File: config.mk
export PLATFORM = sky130hd
export DESIGN_NAME = tracker_pattern_cell_unpacker_flat
export DESIGN_NICKNAME = d
export VERILOG_FILES = /design/src/hw/rtl/tpcu_pkg.sv /design/src/hw/rtl/tpcu_ifs.sv /design/src/hw/rtl/tpcu_parse.sv /design/src/hw/rtl/tpcu_convert.sv /design/src/hw/rtl/tracker_pattern_cell_unpacker.sv /design/src/flat_wrapper.sv
export VERILOG_INCLUDE_DIRS = /design/src /design/src/hw/rtl
export SDC_FILE = /design/constraint.sdc
export NUM_CORES = 1
export LEC_CHECK = 0
export BUFFER_PORTS_ARGS = -buffer_cell sky130_fd_sc_hd__buf_2
export CAP_MARGIN = 20
export CELL_PAD_IN_SITES_DETAIL_PLACEMENT = 1
export CELL_PAD_IN_SITES_GLOBAL_PLACEMENT = 1
export CORE_ASPECT_RATIO = 1.5
export CORE_MARGIN = 2
export CORE_UTILIZATION = 50
export DETAILED_ROUTE_END_ITERATION = 8
export PLACE_DENSITY_LB_ADDON = 0.1
export SLEW_MARGIN = 20
export SYNTH_ARGS = -nofsm -noshare
export SYNTH_HDL_FRONTEND = slang
export SYNTH_SLANG_ARGS = --single-unit
File: constraint.sdc
create_clock -name clk -period 16.05 [get_ports clk]
set_input_delay 1.605 -clock clk [delete_from_list [all_inputs] [get_ports clk]]
set_output_delay 1.605 -clock clk [all_outputs]
set_load 0.03 [all_outputs]
File: src/hw/rtl/tracker_pattern_cell_unpacker_defines.svh
// Assertion macros for the pattern cell unpacker.
// Included by the modules that carry concurrent assertions; no other dependencies.
`ifndef TRACKER_PATTERN_CELL_UNPACKER_DEFINES_SVH
`define TRACKER_PATTERN_CELL_UNPACKER_DEFINES_SVH

// same-cycle implication
`define TPCU_ASSERT_NOW(label, clk, rst, ante, cons, msg) \
  label: assert property (@(posedge clk) disable iff (rst) (ante) |-> (cons)) \
    else $error(msg);

// next-cycle implication
`define TPCU_ASSERT_NEXT(label, clk, rst, ante, cons, msg) \
  label: assert property (@(posedge clk) disable iff (rst) (ante) |=> (cons)) \
    else $error(msg);

`endif

File: src/hw/rtl/tpcu_pkg.sv
// Package for the pattern cell unpacker: limits, effect codes, cell type and tables.
// No dependencies.
`default_nettype none

package tpcu_pkg;

  localparam int MAX_CHANNELS = 32;
  localparam int MAX_ROWS     = 256;
  localparam int CH_LIMIT     = (MAX_CHANNELS < 32) ? MAX_CHANNELS : 32;
  localparam int ROW_LIMIT    = (MAX_ROWS < 256) ? MAX_ROWS : 256;

  localparam logic [7:0] EMPTY    = 8'hFF;
  localparam logic [7:0] KEY_OFF  = 8'hFE;
  localparam logic [7:0] NOTE_OFF = 8'd97;

  // configuration register indexes
  localparam logic CFG_CHANNELS = 1'b0;
  localparam logic CFG_ROWS     = 1'b1;

  // packed effect codes
  localparam logic [7:0] FX_ARPEGGIO    = 8'h00;
  localparam logic [7:0] FX_PORTA_UP    = 8'h01;
  localparam logic [7:0] FX_PORTA_DOWN  = 8'h02;
  localparam logic [7:0] FX_TONE_PORTA  = 8'h03;
  localparam logic [7:0] FX_VIBRATO     = 8'h04;
  localparam logic [7:0] FX_TONE_VOL    = 8'h05;
  localparam logic [7:0] FX_VIB_VOL     = 8'h06;
  localparam logic [7:0] FX_TREMOLO     = 8'h07;
  localparam logic [7:0] FX_PANNING     = 8'h08;
  localparam logic [7:0] FX_OFFSET      = 8'h09;
  localparam logic [7:0] FX_VOL_SLIDE   = 8'h0A;
  localparam logic [7:0] FX_JUMP        = 8'h0B;
  localparam logic [7:0] FX_BREAK       = 8'h0D;
  localparam logic [7:0] FX_EXTENDED    = 8'h0E;
  localparam logic [7:0] FX_SPEED       = 8'h0F;
  localparam logic [7:0] FX_GLOBAL_VOL  = 8'h10;
  localparam logic [7:0] FX_GLOBAL_SLIDE = 8'h11;
  localparam logic [7:0] FX_KEY_OFF     = 8'h14;
  localparam logic [7:0] FX_PAN_SLIDE   = 8'h19;
  localparam logic [7:0] FX_RETRIGGER   = 8'h1B;
  localparam logic [7:0] FX_TREMOR      = 8'h1D;

  // extended effect subcodes (high nibble)
  localparam logic [3:0] EXT_FINE_UP       = 4'h1;
  localparam logic [3:0] EXT_FINE_DOWN     = 4'h2;
  localparam logic [3:0] EXT_RETRIGGER     = 4'h9;
  localparam logic [3:0] EXT_FINE_VOL_UP   = 4'hA;
  localparam logic [3:0] EXT_FINE_VOL_DOWN = 4'hB;
  localparam logic [3:0] EXT_ROW_DELAY     = 4'hE;

  // letter-coded output commands
  localparam logic [7:0] CMD_A = 8'd0;
  localparam logic [7:0] CMD_B = 8'd1;
  localparam logic [7:0] CMD_C = 8'd2;
  localparam logic [7:0] CMD_D = 8'd3;
  localparam logic [7:0] CMD_E = 8'd4;
  localparam logic [7:0] CMD_F = 8'd5;
  localparam logic [7:0] CMD_G = 8'd6;
  localparam logic [7:0] CMD_H = 8'd7;
  localparam logic [7:0] CMD_I = 8'd8;
  localparam logic [7:0] CMD_J = 8'd9;
  localparam logic [7:0] CMD_K = 8'd10;
  localparam logic [7:0] CMD_L = 8'd11;
  localparam logic [7:0] CMD_O = 8'd14;
  localparam logic [7:0] CMD_P = 8'd15;
  localparam logic [7:0] CMD_Q = 8'd16;
  localparam logic [7:0] CMD_R = 8'd17;
  localparam logic [7:0] CMD_S = 8'd18;
  localparam logic [7:0] CMD_T = 8'd19;
  localparam logic [7:0] CMD_V = 8'd21;
  localparam logic [7:0] CMD_W = 8'd22;
  localparam logic [7:0] CMD_X = 8'd23;

  typedef struct packed {
    logic [7:0] note;
    logic [7:0] instrument;
    logic [7:0] volume;
    logic [7:0] command;
    logic [7:0] parameter_b;
    logic [4:0] channel;
    logic [7:0] row;
    logic       last;
  } cell_t;

  // lo*65/15
  function automatic logic [7:0] pan_scale(input logic [3:0] lo);
    logic [7:0] r;
    case (lo)
      4'd0:    r = 8'd0;
      4'd1:    r = 8'd4;
      4'd2:    r = 8'd8;
      4'd3:    r = 8'd13;
      4'd4:    r = 8'd17;
      4'd5:    r = 8'd21;
      4'd6:    r = 8'd26;
      4'd7:    r = 8'd30;
      4'd8:    r = 8'd34;
      4'd9:    r = 8'd39;
      4'd10:   r = 8'd43;
      4'd11:   r = 8'd47;
      4'd12:   r = 8'd52;
      4'd13:   r = 8'd56;
      4'd14:   r = 8'd60;
      default: r = 8'd65;
    endcase
    return r;
  endfunction

  // lo*9/15
  function automatic logic [7:0] porta_scale(input logic [3:0] lo);
    logic [7:0] r;
    case (lo)
      4'd0, 4'd1:   r = 8'd0;
      4'd2, 4'd3:   r = 8'd1;
      4'd4:         r = 8'd2;
      4'd5, 4'd6:   r = 8'd3;
      4'd7, 4'd8:   r = 8'd4;
      4'd9:         r = 8'd5;
      4'd10, 4'd11: r = 8'd6;
      4'd12, 4'd13: r = 8'd7;
      4'd14:        r = 8'd8;
      default:      r = 8'd9;
    endcase
    return r;
  endfunction

endpackage

`default_nettype wire

File: src/hw/rtl/tpcu_ifs.sv
// Stream interfaces of the pattern cell unpacker: packed byte input, cell output.
// No dependencies.
`default_nettype none

interface tpcu_byte_if;
  logic       valid;
  logic       ready;
  logic [7:0] stream_byte;
  modport source (output valid, output stream_byte, input ready);
  modport sink   (input valid, input stream_byte, output ready);
endinterface

interface tpcu_cell_if;
  logic       valid;
  logic       ready;
  logic [7:0] note_out;
  logic [7:0] instrument_out;
  logic [7:0] volume_out;
  logic [7:0] command_out;
  logic [7:0] parameter_out;
  logic [4:0] channel_index;
  logic [7:0] row_index;
  logic       last_cell;
  modport source (output valid, output note_out, output instrument_out, output volume_out,
                  output command_out, output parameter_out, output channel_index,
                  output row_index, output last_cell, input ready);
  modport sink   (input valid, input note_out, input instrument_out, input volume_out,
                  input command_out, input parameter_out, input channel_index,
                  input row_index, input last_cell, output ready);
endinterface

`default_nettype wire

File: src/hw/rtl/tpcu_parse.sv
// Byte parser: field latching, position counters, config registers, raw cell register.
// Depends on tpcu_pkg, tpcu_ifs and the assertion macro header.
`default_nettype none
`include "tracker_pattern_cell_unpacker_defines.svh"

module tpcu_parse (
  input  wire logic           clk,
  input  wire logic           rst,
  tpcu_byte_if.sink           pattern,
  input  wire logic           cfg_we,
  input  wire logic           cfg_index,
  input  wire logic [8:0]     cfg_data,
  output tpcu_pkg::cell_t     raw,
  output logic                cell_valid,
  input  wire logic           down_ready
);

  logic [5:0] channel_count;
  logic [8:0] row_count;
  logic [4:0] pending_flags, pending_flags_next;
  logic       cell_open;
  logic [7:0] raw_note, raw_note_next;
  logic [7:0] raw_instrument, raw_instrument_next;
  logic [7:0] raw_volume, raw_volume_next;
  logic [7:0] raw_command, raw_command_next;
  logic [7:0] raw_parameter, raw_parameter_next;
  logic [4:0] channel_counter;
  logic [7:0] row_counter;
  logic [5:0] eff_channels;
  logic [8:0] eff_rows;
  logic       last_ch, last_row, accept, done;
  logic [7:0] b;

  assign b = pattern.stream_byte;
  assign pattern.ready = !cell_valid || down_ready;
  assign accept = pattern.valid && pattern.ready;

  always_comb begin
    raw_note_next       = raw_note;
    raw_instrument_next = raw_instrument;
    raw_volume_next     = raw_volume;
    raw_command_next    = raw_command;
    raw_parameter_next  = raw_parameter;
    pending_flags_next  = pending_flags;
    if (!cell_open) begin
      raw_note_next       = tpcu_pkg::EMPTY;
      raw_instrument_next = tpcu_pkg::EMPTY;
      raw_volume_next     = tpcu_pkg::EMPTY;
      raw_command_next    = tpcu_pkg::EMPTY;
      raw_parameter_next  = 8'd0;
      if (!b[7]) begin
        raw_note_next      = b;
        pending_flags_next = 5'h1E;
      end else begin
        pending_flags_next = b[4:0];
      end
    end else if (pending_flags[0]) begin
      raw_note_next      = b;
      pending_flags_next = pending_flags & 5'h1E;
    end else if (pending_flags[1]) begin
      raw_instrument_next = b;
      pending_flags_next  = pending_flags & 5'h1C;
    end else if (pending_flags[2]) begin
      raw_volume_next    = b;
      pending_flags_next = pending_flags & 5'h18;
    end else if (pending_flags[3]) begin
      raw_command_next   = b;
      pending_flags_next = pending_flags & 5'h10;
    end else begin
      raw_parameter_next = b;
      pending_flags_next = 5'd0;
    end
  end

  assign done = (pending_flags_next == 5'd0);

  always_comb begin
    if (channel_count == 6'd0) begin
      eff_channels = 6'd1;
    end else if (channel_count > 6'(tpcu_pkg::CH_LIMIT)) begin
      eff_channels = 6'(tpcu_pkg::CH_LIMIT);
    end else begin
      eff_channels = channel_count;
    end
    if (row_count == 9'd0) begin
      eff_rows = 9'd1;
    end else if (row_count > 9'(tpcu_pkg::ROW_LIMIT)) begin
      eff_rows = 9'(tpcu_pkg::ROW_LIMIT);
    end else begin
      eff_rows = row_count;
    end
  end

  assign last_ch  = ({1'b0, channel_counter} + 6'd1) >= eff_channels;
  assign last_row = ({1'b0, row_counter} + 9'd1) >= eff_rows;

  always_ff @(posedge clk) begin
    if (rst) begin
      channel_count   <= 6'd8;
      row_count       <= 9'd64;
      pending_flags   <= 5'd0;
      cell_open       <= 1'b0;
      channel_counter <= 5'd0;
      row_counter     <= 8'd0;
      cell_valid      <= 1'b0;
    end else begin
      if (cfg_we) begin
        case (cfg_index)
          tpcu_pkg::CFG_CHANNELS: channel_count <= cfg_data[5:0];
          tpcu_pkg::CFG_ROWS:     row_count     <= cfg_data;
          default: ;
        endcase
      end
      if (accept) begin
        pending_flags <= pending_flags_next;
        cell_open     <= !done;
      end
      if (accept && done) begin
        cell_valid <= 1'b1;
        if (last_ch) begin
          channel_counter <= 5'd0;
          row_counter     <= last_row ? 8'd0 : row_counter + 8'd1;
        end else begin
          channel_counter <= channel_counter + 5'd1;
        end
      end else if (down_ready) begin
        cell_valid <= 1'b0;
      end
    end
  end

  always_ff @(posedge clk) begin
    if (accept) begin
      raw_note       <= raw_note_next;
      raw_instrument <= raw_instrument_next;
      raw_volume     <= raw_volume_next;
      raw_command    <= raw_command_next;
      raw_parameter  <= raw_parameter_next;
    end
    if (accept && done) begin
      raw.note        <= raw_note_next;
      raw.instrument  <= raw_instrument_next;
      raw.volume      <= raw_volume_next;
      raw.command     <= raw_command_next;
      raw.parameter_b <= raw_parameter_next;
      raw.channel     <= channel_counter;
      raw.row         <= row_counter;
      raw.last        <= last_ch && last_row;
    end
  end

  `TPCU_ASSERT_NEXT(a_emit_on_close, clk, rst, accept, cell_valid != cell_open,
                    "cell close and emitted cell disagree")
  `TPCU_ASSERT_NEXT(a_cell_hold, clk, rst, cell_valid && !down_ready,
                    cell_valid && $stable(raw), "raw cell changed while stalled")
  `TPCU_ASSERT_NOW(a_open_pending, clk, rst, cell_open, pending_flags != 5'd0,
                   "open cell with nothing pending")

endmodule

`default_nettype wire

File: src/hw/rtl/tpcu_convert.sv
// Cell converter: note, instrument, volume column and effect translation into the
// output register. Depends on tpcu_pkg, tpcu_ifs and the assertion macro header.
`default_nettype none
`include "tracker_pattern_cell_unpacker_defines.svh"

module tpcu_convert (
  input  wire logic            clk,
  input  wire logic            rst,
  input  wire tpcu_pkg::cell_t raw,
  input  wire logic            cell_valid,
  output logic                 down_ready,
  tpcu_cell_if.source          result
);

  tpcu_pkg::cell_t conv, out_reg;
  logic            out_valid;
  logic [3:0]      vhi, vlo, plo;
  logic [3:0]      vclip;

  assign vhi   = raw.volume[7:4];
  assign vlo   = raw.volume[3:0];
  assign plo   = raw.parameter_b[3:0];
  assign vclip = (vlo > 4'd9) ? 4'd9 : vlo;

  always_comb begin
    conv = raw;
    conv.note = (raw.note == tpcu_pkg::NOTE_OFF) ? tpcu_pkg::KEY_OFF : raw.note;
    if (raw.instrument != tpcu_pkg::EMPTY) begin
      conv.instrument = (raw.instrument >= 8'd1 && raw.instrument < 8'd100) ?
                        raw.instrument - 8'd1 : tpcu_pkg::EMPTY;
    end

    if (raw.volume == tpcu_pkg::EMPTY) begin
      conv.volume = tpcu_pkg::EMPTY;
    end else begin
      case (vhi) inside
        4'h0:          conv.volume = raw.volume;
        [4'h1:4'h4]:   conv.volume = raw.volume - 8'h10;
        4'h6:          conv.volume = {4'd0, vclip} + 8'd95;
        4'h7:          conv.volume = {4'd0, vclip} + 8'd85;
        4'h8:          conv.volume = {4'd0, vclip} + 8'd75;
        4'h9:          conv.volume = {4'd0, vclip} + 8'd65;
        4'hB:          conv.volume = {4'd0, vclip} + 8'd203;
        4'hC:          conv.volume = 8'd128 + tpcu_pkg::pan_scale(vlo);
        4'hF:          conv.volume = 8'd193 + tpcu_pkg::porta_scale(vlo);
        default:       conv.volume = tpcu_pkg::EMPTY;
      endcase
    end

    if (raw.command != tpcu_pkg::EMPTY) begin
      case (raw.command)
        tpcu_pkg::FX_ARPEGGIO:     conv.command = tpcu_pkg::CMD_J;
        tpcu_pkg::FX_PORTA_UP:     conv.command = tpcu_pkg::CMD_F;
        tpcu_pkg::FX_PORTA_DOWN:   conv.command = tpcu_pkg::CMD_E;
        tpcu_pkg::FX_TONE_PORTA:   conv.command = tpcu_pkg::CMD_G;
        tpcu_pkg::FX_VIBRATO:      conv.command = tpcu_pkg::CMD_H;
        tpcu_pkg::FX_TONE_VOL:     conv.command = tpcu_pkg::CMD_L;
        tpcu_pkg::FX_VIB_VOL:      conv.command = tpcu_pkg::CMD_K;
        tpcu_pkg::FX_TREMOLO:      conv.command = tpcu_pkg::CMD_R;
        tpcu_pkg::FX_PANNING:      conv.command = tpcu_pkg::CMD_X;
        tpcu_pkg::FX_OFFSET:       conv.command = tpcu_pkg::CMD_O;
        tpcu_pkg::FX_VOL_SLIDE:    conv.command = tpcu_pkg::CMD_D;
        tpcu_pkg::FX_JUMP:         conv.command = tpcu_pkg::CMD_B;
        tpcu_pkg::FX_BREAK:        conv.command = tpcu_pkg::CMD_C;
        tpcu_pkg::FX_EXTENDED: begin
          conv.command = tpcu_pkg::CMD_S;
          case (raw.parameter_b[7:4])
            tpcu_pkg::EXT_FINE_UP, tpcu_pkg::EXT_FINE_DOWN, tpcu_pkg::EXT_RETRIGGER,
            tpcu_pkg::EXT_FINE_VOL_UP, tpcu_pkg::EXT_FINE_VOL_DOWN: begin
              if (plo == 4'd0) begin
                conv.command     = tpcu_pkg::EMPTY;
                conv.parameter_b = 8'd0;
              end else begin
                case (raw.parameter_b[7:4])
                  tpcu_pkg::EXT_FINE_UP: begin
                    conv.command     = tpcu_pkg::CMD_F;
                    conv.parameter_b = {4'hF, plo};
                  end
                  tpcu_pkg::EXT_FINE_DOWN: begin
                    conv.command     = tpcu_pkg::CMD_E;
                    conv.parameter_b = {4'hF, plo};
                  end
                  tpcu_pkg::EXT_RETRIGGER: begin
                    conv.command     = tpcu_pkg::CMD_Q;
                    conv.parameter_b = {4'h0, plo};
                  end
                  tpcu_pkg::EXT_FINE_VOL_UP: begin
                    conv.command     = tpcu_pkg::CMD_D;
                    conv.parameter_b = {plo, 4'hF};
                  end
                  default: begin
                    conv.command     = tpcu_pkg::CMD_D;
                    conv.parameter_b = {4'hF, plo};
                  end
                endcase
              end
            end
            tpcu_pkg::EXT_ROW_DELAY: conv.parameter_b = {4'hB, plo};
            default: ;
          endcase
        end
        tpcu_pkg::FX_SPEED:
          conv.command = (raw.parameter_b < 8'd32) ? tpcu_pkg::CMD_A : tpcu_pkg::CMD_T;
        tpcu_pkg::FX_GLOBAL_VOL:   conv.command = tpcu_pkg::CMD_V;
        tpcu_pkg::FX_GLOBAL_SLIDE: conv.command = tpcu_pkg::CMD_W;
        tpcu_pkg::FX_KEY_OFF: begin
          if (conv.note == tpcu_pkg::EMPTY) begin
            conv.note = tpcu_pkg::KEY_OFF;
          end
          conv.command = tpcu_pkg::EMPTY;
        end
        tpcu_pkg::FX_PAN_SLIDE:    conv.command = tpcu_pkg::CMD_P;
        tpcu_pkg::FX_RETRIGGER:    conv.command = tpcu_pkg::CMD_Q;
        tpcu_pkg::FX_TREMOR:       conv.command = tpcu_pkg::CMD_I;
        default:                   conv.command = tpcu_pkg::EMPTY;
      endcase
    end
  end

  assign down_ready = !out_valid || result.ready;

  always_ff @(posedge clk) begin
    if (rst) begin
      out_valid <= 1'b0;
    end else if (down_ready) begin
      out_valid <= cell_valid;
    end
  end

  always_ff @(posedge clk) begin
    if (down_ready && cell_valid) begin
      out_reg <= conv;
    end
  end

  assign result.valid          = out_valid;
  assign result.note_out       = out_reg.note;
  assign result.instrument_out = out_reg.instrument;
  assign result.volume_out     = out_reg.volume;
  assign result.command_out    = out_reg.command;
  assign result.parameter_out  = out_reg.parameter_b;
  assign result.channel_index  = out_reg.channel;
  assign result.row_index      = out_reg.row;
  assign result.last_cell      = out_reg.last;

  `TPCU_ASSERT_NEXT(a_out_hold, clk, rst, out_valid && !result.ready,
                    out_valid && $stable(out_reg), "result changed while stalled")
  `TPCU_ASSERT_NOW(a_no_raw_keyoff, clk, rst, out_valid, out_reg.note != tpcu_pkg::NOTE_OFF,
                   "key-off note left unconverted")
  `TPCU_ASSERT_NOW(a_inst_range, clk, rst, out_valid,
                   (out_reg.instrument < 8'd99) || (out_reg.instrument == tpcu_pkg::EMPTY),
                   "instrument out of range")

endmodule

`default_nettype wire

File: src/hw/rtl/tracker_pattern_cell_unpacker.sv
// Top level of the pattern cell unpacker: parser stage and converter stage.
// Depends on tpcu_pkg, tpcu_ifs, tpcu_parse and tpcu_convert.
//
//  port      role      transfer
//  pattern   sink      one packed byte
//  result    source    one converted cell with channel, row, last flag
//  cfg_*     write     channel_count (index 0), row_count (index 1)
//
// One byte is taken every cycle while pattern.ready is high; the cell completed by a
// final byte passes the raw cell register, then the result register, before it is
// on result. Synchronous reset clears counters, cell state and valids, and loads
// 8 channels and 64 rows. With both registers full, result.ready low drops
// pattern.ready in the same cycle.
`default_nettype none

module tracker_pattern_cell_unpacker (
  input  wire logic       clk,
  input  wire logic       rst,
  tpcu_byte_if.sink       pattern,
  tpcu_cell_if.source     result,
  input  wire logic       cfg_we,
  input  wire logic       cfg_index,
  input  wire logic [8:0] cfg_data
);

  tpcu_pkg::cell_t raw_cell;
  logic            raw_valid;
  logic            raw_ready;

  tpcu_parse u_parse (
    .clk        (clk),
    .rst        (rst),
    .pattern    (pattern),
    .cfg_we     (cfg_we),
    .cfg_index  (cfg_index),
    .cfg_data   (cfg_data),
    .raw        (raw_cell),
    .cell_valid (raw_valid),
    .down_ready (raw_ready)
  );

  tpcu_convert u_convert (
    .clk        (clk),
    .rst        (rst),
    .raw        (raw_cell),
    .cell_valid (raw_valid),
    .down_ready (raw_ready),
    .result     (result)
  );

endmodule

`default_nettype wire

File: src/flat_wrapper.sv
// flat-port wrapper written by rule: the top's interface ports become plain ports
module tracker_pattern_cell_unpacker_flat 
  (clk, rst, cfg_we, cfg_index, cfg_data, pattern_valid, pattern_stream_byte, pattern_ready, result_valid, result_note_out, result_instrument_out, result_volume_out, result_command_out, result_parameter_out, result_channel_index, result_row_index, result_last_cell, result_ready);
  tpcu_byte_if pattern_i ();
  tpcu_cell_if result_i ();
  input  wire logic clk;
  input  wire logic rst;
  input  wire logic cfg_we;
  input  wire logic cfg_index;
  input  wire logic [8:0] cfg_data;
  input wire logic [$bits(pattern_i.valid)-1:0] pattern_valid;
  input wire logic [$bits(pattern_i.stream_byte)-1:0] pattern_stream_byte;
  output wire logic [$bits(pattern_i.ready)-1:0] pattern_ready;
  output wire logic [$bits(result_i.valid)-1:0] result_valid;
  output wire logic [$bits(result_i.note_out)-1:0] result_note_out;
  output wire logic [$bits(result_i.instrument_out)-1:0] result_instrument_out;
  output wire logic [$bits(result_i.volume_out)-1:0] result_volume_out;
  output wire logic [$bits(result_i.command_out)-1:0] result_command_out;
  output wire logic [$bits(result_i.parameter_out)-1:0] result_parameter_out;
  output wire logic [$bits(result_i.channel_index)-1:0] result_channel_index;
  output wire logic [$bits(result_i.row_index)-1:0] result_row_index;
  output wire logic [$bits(result_i.last_cell)-1:0] result_last_cell;
  input wire logic [$bits(result_i.ready)-1:0] result_ready;
  assign pattern_i.valid = pattern_valid;
  assign pattern_i.stream_byte = pattern_stream_byte;
  assign pattern_ready = pattern_i.ready;
  assign result_valid = result_i.valid;
  assign result_note_out = result_i.note_out;
  assign result_instrument_out = result_i.instrument_out;
  assign result_volume_out = result_i.volume_out;
  assign result_command_out = result_i.command_out;
  assign result_parameter_out = result_i.parameter_out;
  assign result_channel_index = result_i.channel_index;
  assign result_row_index = result_i.row_index;
  assign result_last_cell = result_i.last_cell;
  assign result_i.ready = result_ready;
  tracker_pattern_cell_unpacker u_core (.clk(clk), .rst(rst), .pattern(pattern_i), .result(result_i), .cfg_we(cfg_we), .cfg_index(cfg_index), .cfg_data(cfg_data));
endmodule
### Yosys cells after proc, flatten, opt, wreduce, memory -nomap -nowiden

Memory sizes are Yosys's and may differ from the RTL's. A register that Yosys moved wholly into a read port is not among the register bits.
Index checks and enable logic that the tools add are counted.

* memories kept: 2
* RAM bits: 0
* flip-flop bits (word level): 184
* ROM bits: 176
* word-level logic and storage cells: 194
* bits in latches: 0
* output and inout bits: 56
* bits of input ports: 23

Memories
* (name not given): depth 16, bits a word 7, rd ports 1, clocked after memory_dff 1, write ports 0, RTL line tpcu_pkg.sv:88 `case (lo)`
* (name not given): depth 16, bits a word 4, rd ports 1, clocked after memory_dff 1, write ports 0, RTL line tpcu_pkg.sv:112 `case (lo)`

* add/sub/neg operators: 13
* multipliers: 0
* divide/modulo/power cells: 0
* shift operators: 0
* bitwise gates (word level): 1
* reductions and logical operators: 22
* magnitude comparators: 10
* equality and inequality tests: 38
* multiplexer cells: 79

Operators with widths (number)
* two-way mux 8 bit: 57
* case mux 8 bit (20 select lines): 1
* == test 8 x 4 -> 1 bit (second input constant): 7
* case mux 13 bit (4 select lines): 1
* == test 8 x 5 -> 1 bit (second input constant): 6
* two-way mux 5 bit: 8
* == test 4 bit (second input constant): 9
* adder 4 x 7 -> 8 bit (second input constant): 4
* == test 8 x 3 -> 1 bit (second input constant): 4
* two-way mux 16 bit: 2
* two-way mux 9 bit: 2
* adder 8 bit (first input constant): 2
* == test 8 x 2 -> 1 bit (second input constant): 2
* == test 8 bit (second input constant): 2
* != test 8 bit (second input constant): 2
* case mux 8 bit (2 select lines): 1
* two-way mux 4 bit: 3
* two-way mux 6 bit: 2
* adder 8 x 1 -> 9 bit (second input constant): 1
* greater-or-equal comparator 9 bit: 1
* > comparator 9 bit (second input constant): 1
* logical NOT 9 bit: 1
* adder 5 x 7 -> 8 bit (second input constant): 1
* adder 8 x 1 -> 8 bit (second input constant): 1
* other kinds (29): 42

### Logic depth before layout (Yosys ltp)

Gate-level depths: netlist of the first run.

* depth in word-level cells: 21
* gate-level depth with buffers: 15
* depth with buffers taken out: 11

### Cells and area by module

Synthesis of the first run repeated with hierarchy kept, for this count alone.

* cell total of the unflattened synthesis: 848
* area total of the unflattened synthesis: 9165.0 µm²

By module, submodules not included
* tpcu_parse: area each 5501.5 µm², instances 1, sequential area each 3523.4 µm², cells an instance 473
* tpcu_convert: area each 3663.5 µm², instances 1, sequential area each 1641.6 µm², cells an instance 375

### Worst setup path after synthesis of the first run

OpenSTA, ideal clock, no wires.

* kind: input to register
* start point: input result_ready
* end point: register u_core.u_convert.out_reg, in the netlist u_core.u_convert.result.channel_index[0] (enable)
* setup time: 0.548 ns
* data required time: 15.502 ns
* path buffers: 0
* stages on the path: 2
* arrival: 5.587 ns
* path slack: 9.915 ns
* cell sequence: inv_1 a21boi_0

* cells in the longest elaborated chain, start to end: 2

RTL lines
* from (decl): RTL line flat_wrapper.sv:23 `input wire logic [$bits(result_i.ready)-1:0] result_ready;`
* logical OR 1 bit: RTL line tpcu_convert.sv:120 `assign down_ready = !out_valid || result.ready;`
* logical AND 1 bit: RTL line tpcu_convert.sv:131 `if (down_ready && cell_valid) begin`
* to (signal assigned): RTL line tpcu_convert.sv:132 `out_reg <= conv;`
* to (decl): RTL line tpcu_convert.sv:15 `tpcu_pkg::cell_t conv, out_reg;`

Every way passes these cells.
A chain may end at the register's enable or synchronous reset.

==> flow_summary_export.csv, run 1 <==
group,metric,value,unit
yosys,synth_warnings,0,
clock_tree,cts-root-buf,"clkbuf_16",
power_and_ir_drop,comb_power_share,6.4,%
global_route,grt_max_degree,62,
global_route,grt_pass1_wl,40100,microns
power_and_ir_drop,power-per-cell-area,97.9,nW/um^2
clock_tree,postCtsHoldBufs,0,
power_and_ir_drop,total_power,1.05,mW
clock_tree,cts_sinks,195,
worst_setup_path,worstPathMaxFanout,14,
clock_tree,post_cts_resized,0,
yosys,syn_nets,965,
worst_hold_path,holdPathEnd,"u_core.u_convert.result.row_index[0]$_DFFE_PP_",
power_and_ir_drop,ir_drop,58.7,uV
floorplanning,core,18900,sq um
cells_and_area,drive_gt1_share,13.5,%
clock_tree,clock_path_buffers,2,
clock_tree,cts_buffers,17,
route,vias,7248,
floorplanning,rows,62,
worst_setup_path,crit_chain,"buf_2 -> nor2b_1 -> o2111ai_1 -> or4_1 -> clkinv_2 -> mux2i_1 -> ha_1 -> mux4_2 -> a21o_1",
global_route,grt_usage,25.5,%
worst_setup_path,start_kind,"input pin",
floorplanning,initial_utilization,50.6,%
route,initialDrtViolationCount,401,
cells_and_area,final_cell_mix,"nand2_1 (153), edfxtp_1 (148), buf_2 (78)",
yosys,synth_top_area_cell,"edfxtp_1",
cells_and_area,final_common_cell,"nand2_1",
cells_and_area,stdcell_area,10700,sq um
cells_and_area,areaGrowthSynthToFinish,11.9,%
worst_setup_path,crit_path_max_incr_delay,0.81,ns
worst_setup_path,r2r-start,"u_core.u_parse.pending_flags[0]$_SDFFE_PP0P_",
cells_and_area,num-fill-cells,2108,
floorplanning,io_pins,79,
worst_setup_path,cp-end-kind,"flip-flop",
floorplanning,dieArea,20300,sq um
route,ant_nets,0,
sta,timing.final.crit_share,26.8,%
yosys,synth.distinct_cells,75,
clock_tree,clk_pin_slew_worst_paths,0.07,ns
clock_tree,h-tree-depth,4,
clock_tree,postCtsSetupBuffers,0,
route,via_per_inst,5.90,
sta,worstMarginPinSlew,0.944,ns
sta,rsz0062_at_grt,"false",
power_and_ir_drop,p_leak,3.99,nW
worst_hold_path,min_from,"u_core.u_parse.raw[1]$_DFFE_PN_",
worst_setup_path,crit_path_start,"pattern_stream_byte[7]",
yosys,synth_seq_cells,195,
yosys,synthFlopType,"edfxtp_1",
sta,setup_viol,0,
yosys,yosysTopAreaCellShare,46.4,%
sta,hold_viol,0,
route,drt-wirelength-per-cell,20.0,microns
power_and_ir_drop,p_sw_share,24.4,%
yosys,yosysSeqAreaShare,56.3,%
worst_setup_path,required,16.40,ns
power_and_ir_drop,p_clk_share,40.0,%
worst_hold_path,holdCritPathClass,"reg2reg",
placed_design,io_buffers,78,
power_and_ir_drop,pwr-share-seq,53.7,%
run,cap_violations,0,
yosys,synthArstFlopShare,0,%
placed_design,hpwlAfterDp,17200,microns
run_status,outcome,"completed",
global_route,grt_remaining_overflow,0,
worst_hold_path,hold_depth,0,
route,drc,0,
floorplanning,fp.dieW,117,microns
yosys,synth_edf_count,148,
power_and_ir_drop,power.internal,0.793,mW
yosys,avgSynthCellArea,10.6,sq um
placed_design,routabilityCongestion,0.894,
placed_design,placed_area,10100,sq um
sta,min_period,4.31,ns
sta,skew,0.0159,ns
sta,final_max_slew_viol_count,0,
yosys,synth_cells,907,
floorplanning,die_h,173,microns
sta,slew_headroom,37.0,%
worst_setup_path,worst-setup-path-type,"in2reg",
route,wl,24600,microns
worst_setup_path,reg2reg_slack,11.99,ns
global_route,antenna_found_initial,1,
cells_and_area,nets,1016,
sta,setup_tns,0,ns
worst_setup_path,slowest_stage,"or4_1",
power_and_ir_drop,switchingPower,0.256,mW
clock_tree,clkLatencyLatePin,0.45,ns
yosys,netlist_area,9570,sq um
worst_setup_path,reg2reg_depth,8,
clock_tree,cts_tree,"done",
global_route,grt_pass1_vias,7800,
route,first_pass_iters,4,
worst_setup_path,cp.arrival,4.66,ns
sta,fmax,0.232,GHz
yosys,synth_area_leaders,"edfxtp_1 (46%), dfxtp_1 (9.8%), nand2_1 (6.0%)",
[routing by layer]
layer | vias to the layer above | wire (microns) | track usage (%)
li1 | 3417 | - | -
met1 | 3580 | 9540 | 28.6
met2 | 180 | 13200 | 45.0
met3 | 71 | 825 | 5.31
met4 | 0 | 1000 | 12.4
met5 | - | 0 | 0
[power groups by stage]
| stage | clock network (mW) | logic [mW] | registers [mW] |
|---|---|---|---|
| after detailed placement | 0 | 0.0666 | 0.574 |
| after global placement | 0 | 0.0628 | 0.573 |
| after CTS | 0.427 | 0.0673 | 0.563 |
| after global routing | 0.445 | 0.0750 | 0.564 |
| final | 0.419 | 0.0667 | 0.563 |
| after floorplan | 0 | 0.0467 | 0.571 |
[registers in the layout, indices dropped and copies added, names as in the netlist, 5 cells and up, named ones only]
signal,flops
u_core.u_convert.result.channel_index,5
u_core.u_convert.result.command_out,8
u_core.u_convert.result.instrument_out,8
u_core.u_convert.result.note_out,8
u_core.u_convert.result.parameter_out,8
u_core.u_convert.result.row_index,8
u_core.u_convert.result.volume_out,8
u_core.u_parse.channel_count,6
u_core.u_parse.channel_counter,5
u_core.u_parse.pending_flags,5
u_core.u_parse.raw,54
u_core.u_parse.raw_command,8
u_core.u_parse.raw_instrument,8
u_core.u_parse.raw_note,8
u_core.u_parse.raw_parameter,8
u_core.u_parse.raw_volume,8
u_core.u_parse.row_count,9
u_core.u_parse.row_counter,8
[worst max path at each step]
stage / cells past startpoint / to / slack (ns)
global route: 11 / flip-flop / 11.50
floorplan: 2 / u_core.u_convert.result.channel_index[0]$_DFFE_PP_ / 9.91
CTS: 9 / flip-flop / 11.74
finish: 9 / flip-flop / 11.74
detailed placement: 9 / flip-flop / 11.28
global placement: 9 / flip-flop / 11.42
[area by class of cell]
type	instances	area (sq um)	share of cell area [%]
antenna	1	2.50	0.0234
clock buffer	20	468	4.37
clock inverter	12	111	1.04
inverter	25	95.1	0.888
multi-input combinational	635	3890	36.3
sequential	195	5390	50.3
tap	256	320	2.99
timing repair buffer	84	435	4.07
[synthesized netlist by cell type, drive strengths merged (6+ instances only)]
cell / number
a211oi: 7
a21oi: 58
a32o: 7
and2: 7
and3: 11
buf: 11
clkbuf: 41
dfxtp: 47
edfxtp: 148
ha: 35
inv: 20
mux2i: 17
nand2: 154
nand2b: 24
nand3: 38
nand3b: 6
nand4: 9
nor2: 55
nor2b: 16
nor3: 18
nor3b: 8
nor4: 8
o211ai: 6
o21ai: 35
o22ai: 6
xnor2: 10
xor2: 13
[through the flow]
| step | instances | setup slack, ns | utilization (%) | hold WS, ns |
|---|---|---|---|---|
| after floorplan | 907 | 9.91 | - | 0.400 |
| after global placement | 1195 | 11.42 | 53.5 | 0.404 |
| after detailed placement | 1195 | 11.28 | 53.5 | 0.406 |
| after CTS | 1227 | 11.74 | 56.5 | 0.423 |
| after global routing | 1228 | 11.50 | 56.6 | 0.426 |
| final | 1228 | 11.74 | 56.6 | 0.426 |
[logic make-up (layout without fill, tap and decap cells)]
kind of cell | after synthesis | after routing | synth area share (%)
compound gates | 186 | 186 | 12.8
simple gates | 371 | 371 | 18.7
buf+inv | 77 | 141 | 3.28
xor+xnor | 23 | 23 | 2.10
mux | 19 | 19 | 2.13
flops | 195 | 195 | 56.3
other cells | 0 | 1 | 0
fa+ha+maj | 36 | 36 | 4.68
[critical path, delay by kind of cell]
family,cells,cell delay [ns]
compound gates,2,0.32
fa+ha+maj,1,0.35
buf+inv,2,0.48
mux,2,0.90
simple gates,2,0.99
Power figures use the tool's default switching activity.
==> run 2, diff against run 1 <==
- CORE_UTILIZATION: 50 -> 48
- clock period: 16.05 -> 4.05 ns (I/O delays scaled with it)
==> run 2 against run 1 <==
Clock-buffer cell count up 1. Global-route usage down 2.6 points. Core utilization down 2.0 points. Power rose to 3.9 times the previous value. Combinational power rose to 4.0 times the previous value. Final cell count up 0.65%. Routed wire length down 4.2%. Flip-flop and latch count unchanged. Via count down 1.5%. Design area up 0.35%. Hold slack worse by 0.24 ns. Critical path type is now reg2reg. Largest cell class unchanged.
==> flow_summary_export.csv, run 2 (synthesis results as in run 1) <==
group,metric,value,unit
run_status,outcome,"completed",
clock_tree,clkLatencyLatePin,0.44,ns
power_and_ir_drop,p_clk_share,39.8,%
global_route,grt_pass1_wl,38100,microns
clock_tree,clk_pin_slew_worst_paths,0.07,ns
worst_setup_path,worst-setup-path-type,"reg2reg",
worst_setup_path,reg2reg_depth,8,
sta,rsz0062_at_grt,"false",
cells_and_area,nets,1021,
cells_and_area,n_antenna_cell,0,
worst_setup_path,cp-end-kind,"flip-flop",
cells_and_area,final_core_util,54.5,%
global_route,grt_max_degree,51,
global_route,grt_pass1_vias,7492,
floorplanning,io_pins,79,
sta,hold-worst-slack,0.184,ns
sta,setup_viol,0,
sta,fmax,0.295,GHz
sta,skew,0.0103,ns
global_route,antenna_found_initial,0,
cells_and_area,drive_gt1_share,13.7,%
power_and_ir_drop,pwr-share-seq,53.8,%
placed_design,io_buffers,78,
sta,worstMarginPinSlew,1.01,ns
global_route,grt_usage,22.9,%
run,cap_violations,0,
power_and_ir_drop,ir_drop,217,uV
clock_tree,cts_sinks,195,
sta,hold_viol,0,
clock_tree,postCtsHoldBufs,0,
power_and_ir_drop,power.internal,3.15,mW
worst_setup_path,crit_chain,"nor4_4 -> o22ai_1 -> or4_1 -> clkinv_2 -> mux2i_1 -> ha_1 -> mux4_2 -> a21o_1",
power_and_ir_drop,power-per-cell-area,385,nW/um^2
clock_tree,cts-root-buf,"clkbuf_16",
global_route,grt_remaining_overflow,0,
cells_and_area,regMostFlops,"u_core.u_parse.raw",
clock_tree,h-tree-depth,4,
clock_tree,cts_tree,"done",
floorplanning,rows,63,
power_and_ir_drop,switchingPower,0.983,mW
sta,fin_ws,0.665,ns
worst_setup_path,r2r-start,"u_core.u_parse.pending_flags[0]$_SDFFE_PP0P_",
worst_setup_path,worstPathMaxFanout,13,
floorplanning,fp.dieW,119,microns
cells_and_area,largest_reg_flops,54,
cells_and_area,final_common_cell,"nand2_1",
route,drt-wirelength-per-cell,19.0,microns
route,vias,7139,
worst_setup_path,start_kind,"flip-flop",
route,wl,23500,microns
route,first_pass_iters,4,
sta,timing.final.crit_share,83.6,%
placed_design,place_ws,0.697,ns
clock_tree,postCtsSetupBuffers,0,
worst_setup_path,crit_path_start,"u_core.u_parse.pending_flags[0]$_SDFFE_PP0P_",
route,initialDrtViolationCount,330,
sta,setup_tns,0,ns
clock_tree,cts_buffers,17,
cells_and_area,final_cell_mix,"nand2_1 (153), edfxtp_1 (148), buf_2 (78)",
worst_setup_path,required,4.40,ns
placed_design,routabilityCongestion,0.855,
worst_setup_path,cp.arrival,3.73,ns
route,via_per_inst,5.78,
route,ant_nets,0,
cells_and_area,areaGrowthSynthToFinish,12.2,%
clock_tree,clock_path_buffers,2,
sta,final_max_slew_viol_count,0,
power_and_ir_drop,p_leak,4.01,nW
power_and_ir_drop,p_sw_share,23.8,%
worst_hold_path,holdCritPathClass,"in2reg",
worst_setup_path,slowest_stage,"nor4_4",
floorplanning,die_h,177,microns
sta,slew_headroom,32.4,%
worst_setup_path,crit_path_max_incr_delay,0.57,ns
floorplanning,initial_utilization,48.6,%
worst_setup_path,reg2reg_slack,0.66,ns
placed_design,hpwlAfterDp,16700,microns
floorplanning,core,19700,sq um
route,drc,0,
clock_tree,post_cts_resized,0,
sta,min_period,3.39,ns
cells_and_area,reg_top3,"u_core.u_parse.raw x54, u_core.u_parse.row_count x9",
floorplanning,dieArea,21100,sq um
power_and_ir_drop,comb_power_share,6.4,%
## run 2: power by group through the flow
| stage | logic [mW] | registers, mW | clock network, mW |
|---|---|---|---|
| detailed placement | 0.265 | 2.27 | 0 |
| global route | 0.297 | 2.23 | 1.74 |
| finish | 0.265 | 2.23 | 1.64 |
| CTS | 0.267 | 2.23 | 1.68 |
| global placement | 0.253 | 2.27 | 0 |
| floorplan | 0.185 | 2.26 | 0 |
## run 2: metrics by stage
step / power [mW] / cell area (sq um) / cells
3_3_place_gp: 2.52 / 10200 / 1204
3_5_place_dp: 2.54 / 10200 / 1204
5_1_grt: 4.27 / 10700 / 1236
4_1_cts: 4.17 / 10700 / 1236
2_1_floorplan: 2.45 / 9570 / 907
6_report: 4.14 / 10700 / 1236
## run 2: worst min-delay path by stage
stage                                          start                                            endpoint  depth (start not counted)
finish                                   cfg_data[6]            u_core.u_parse.row_count[6]$_SDFFE_PP1P_                          3
global route                             cfg_data[6]            u_core.u_parse.row_count[6]$_SDFFE_PP1P_                          3
CTS                                      cfg_data[6]            u_core.u_parse.row_count[6]$_SDFFE_PP1P_                          3
detailed placement  u_core.u_parse.raw[12]$_DFFE_PN_  u_core.u_convert.result.channel_index[3]$_DFFE_PP_                          0
global placement     u_core.u_parse.raw[2]$_DFFE_PN_      u_core.u_convert.result.row_index[1]$_DFFE_PP_                          0
floorplan            u_core.u_parse.raw[9]$_DFFE_PN_  u_core.u_convert.result.channel_index[0]$_DFFE_PP_                          0
## run 2: layer usage
layer	wire [microns]	part of all wire (%)	global-route usage [%]	up-vias
met5	0	0	0	-
li1	-	-	-	3418
met1	9450	40	25.3	3545
met3	732	3.1	4.06	37
met2	12800	54	43.3	139
met4	558	2.4	9.07	0
## run 2: area by class of cell
class / count / area (sq um)
clock inverter: 11 / 86.3
fill: 2175 / 8960
tap: 260 / 325
sequential: 195 / 5390
inverter: 25 / 95.1
timing repair buffer: 89 / 485
multi-input combinational: 635 / 3880
clock buffer: 21 / 483
## run 2: worst max-delay path, delay by kind of cell (launching register included)
family                     cells  cell delay [ns]
and+or+nand+nor                2             1.06
muxes                          2             0.92
DFF                            1             0.44
AOI/OAI and AO/OA              2             0.36
adders and majority gates      1             0.36
buffers and inverters          1             0.16
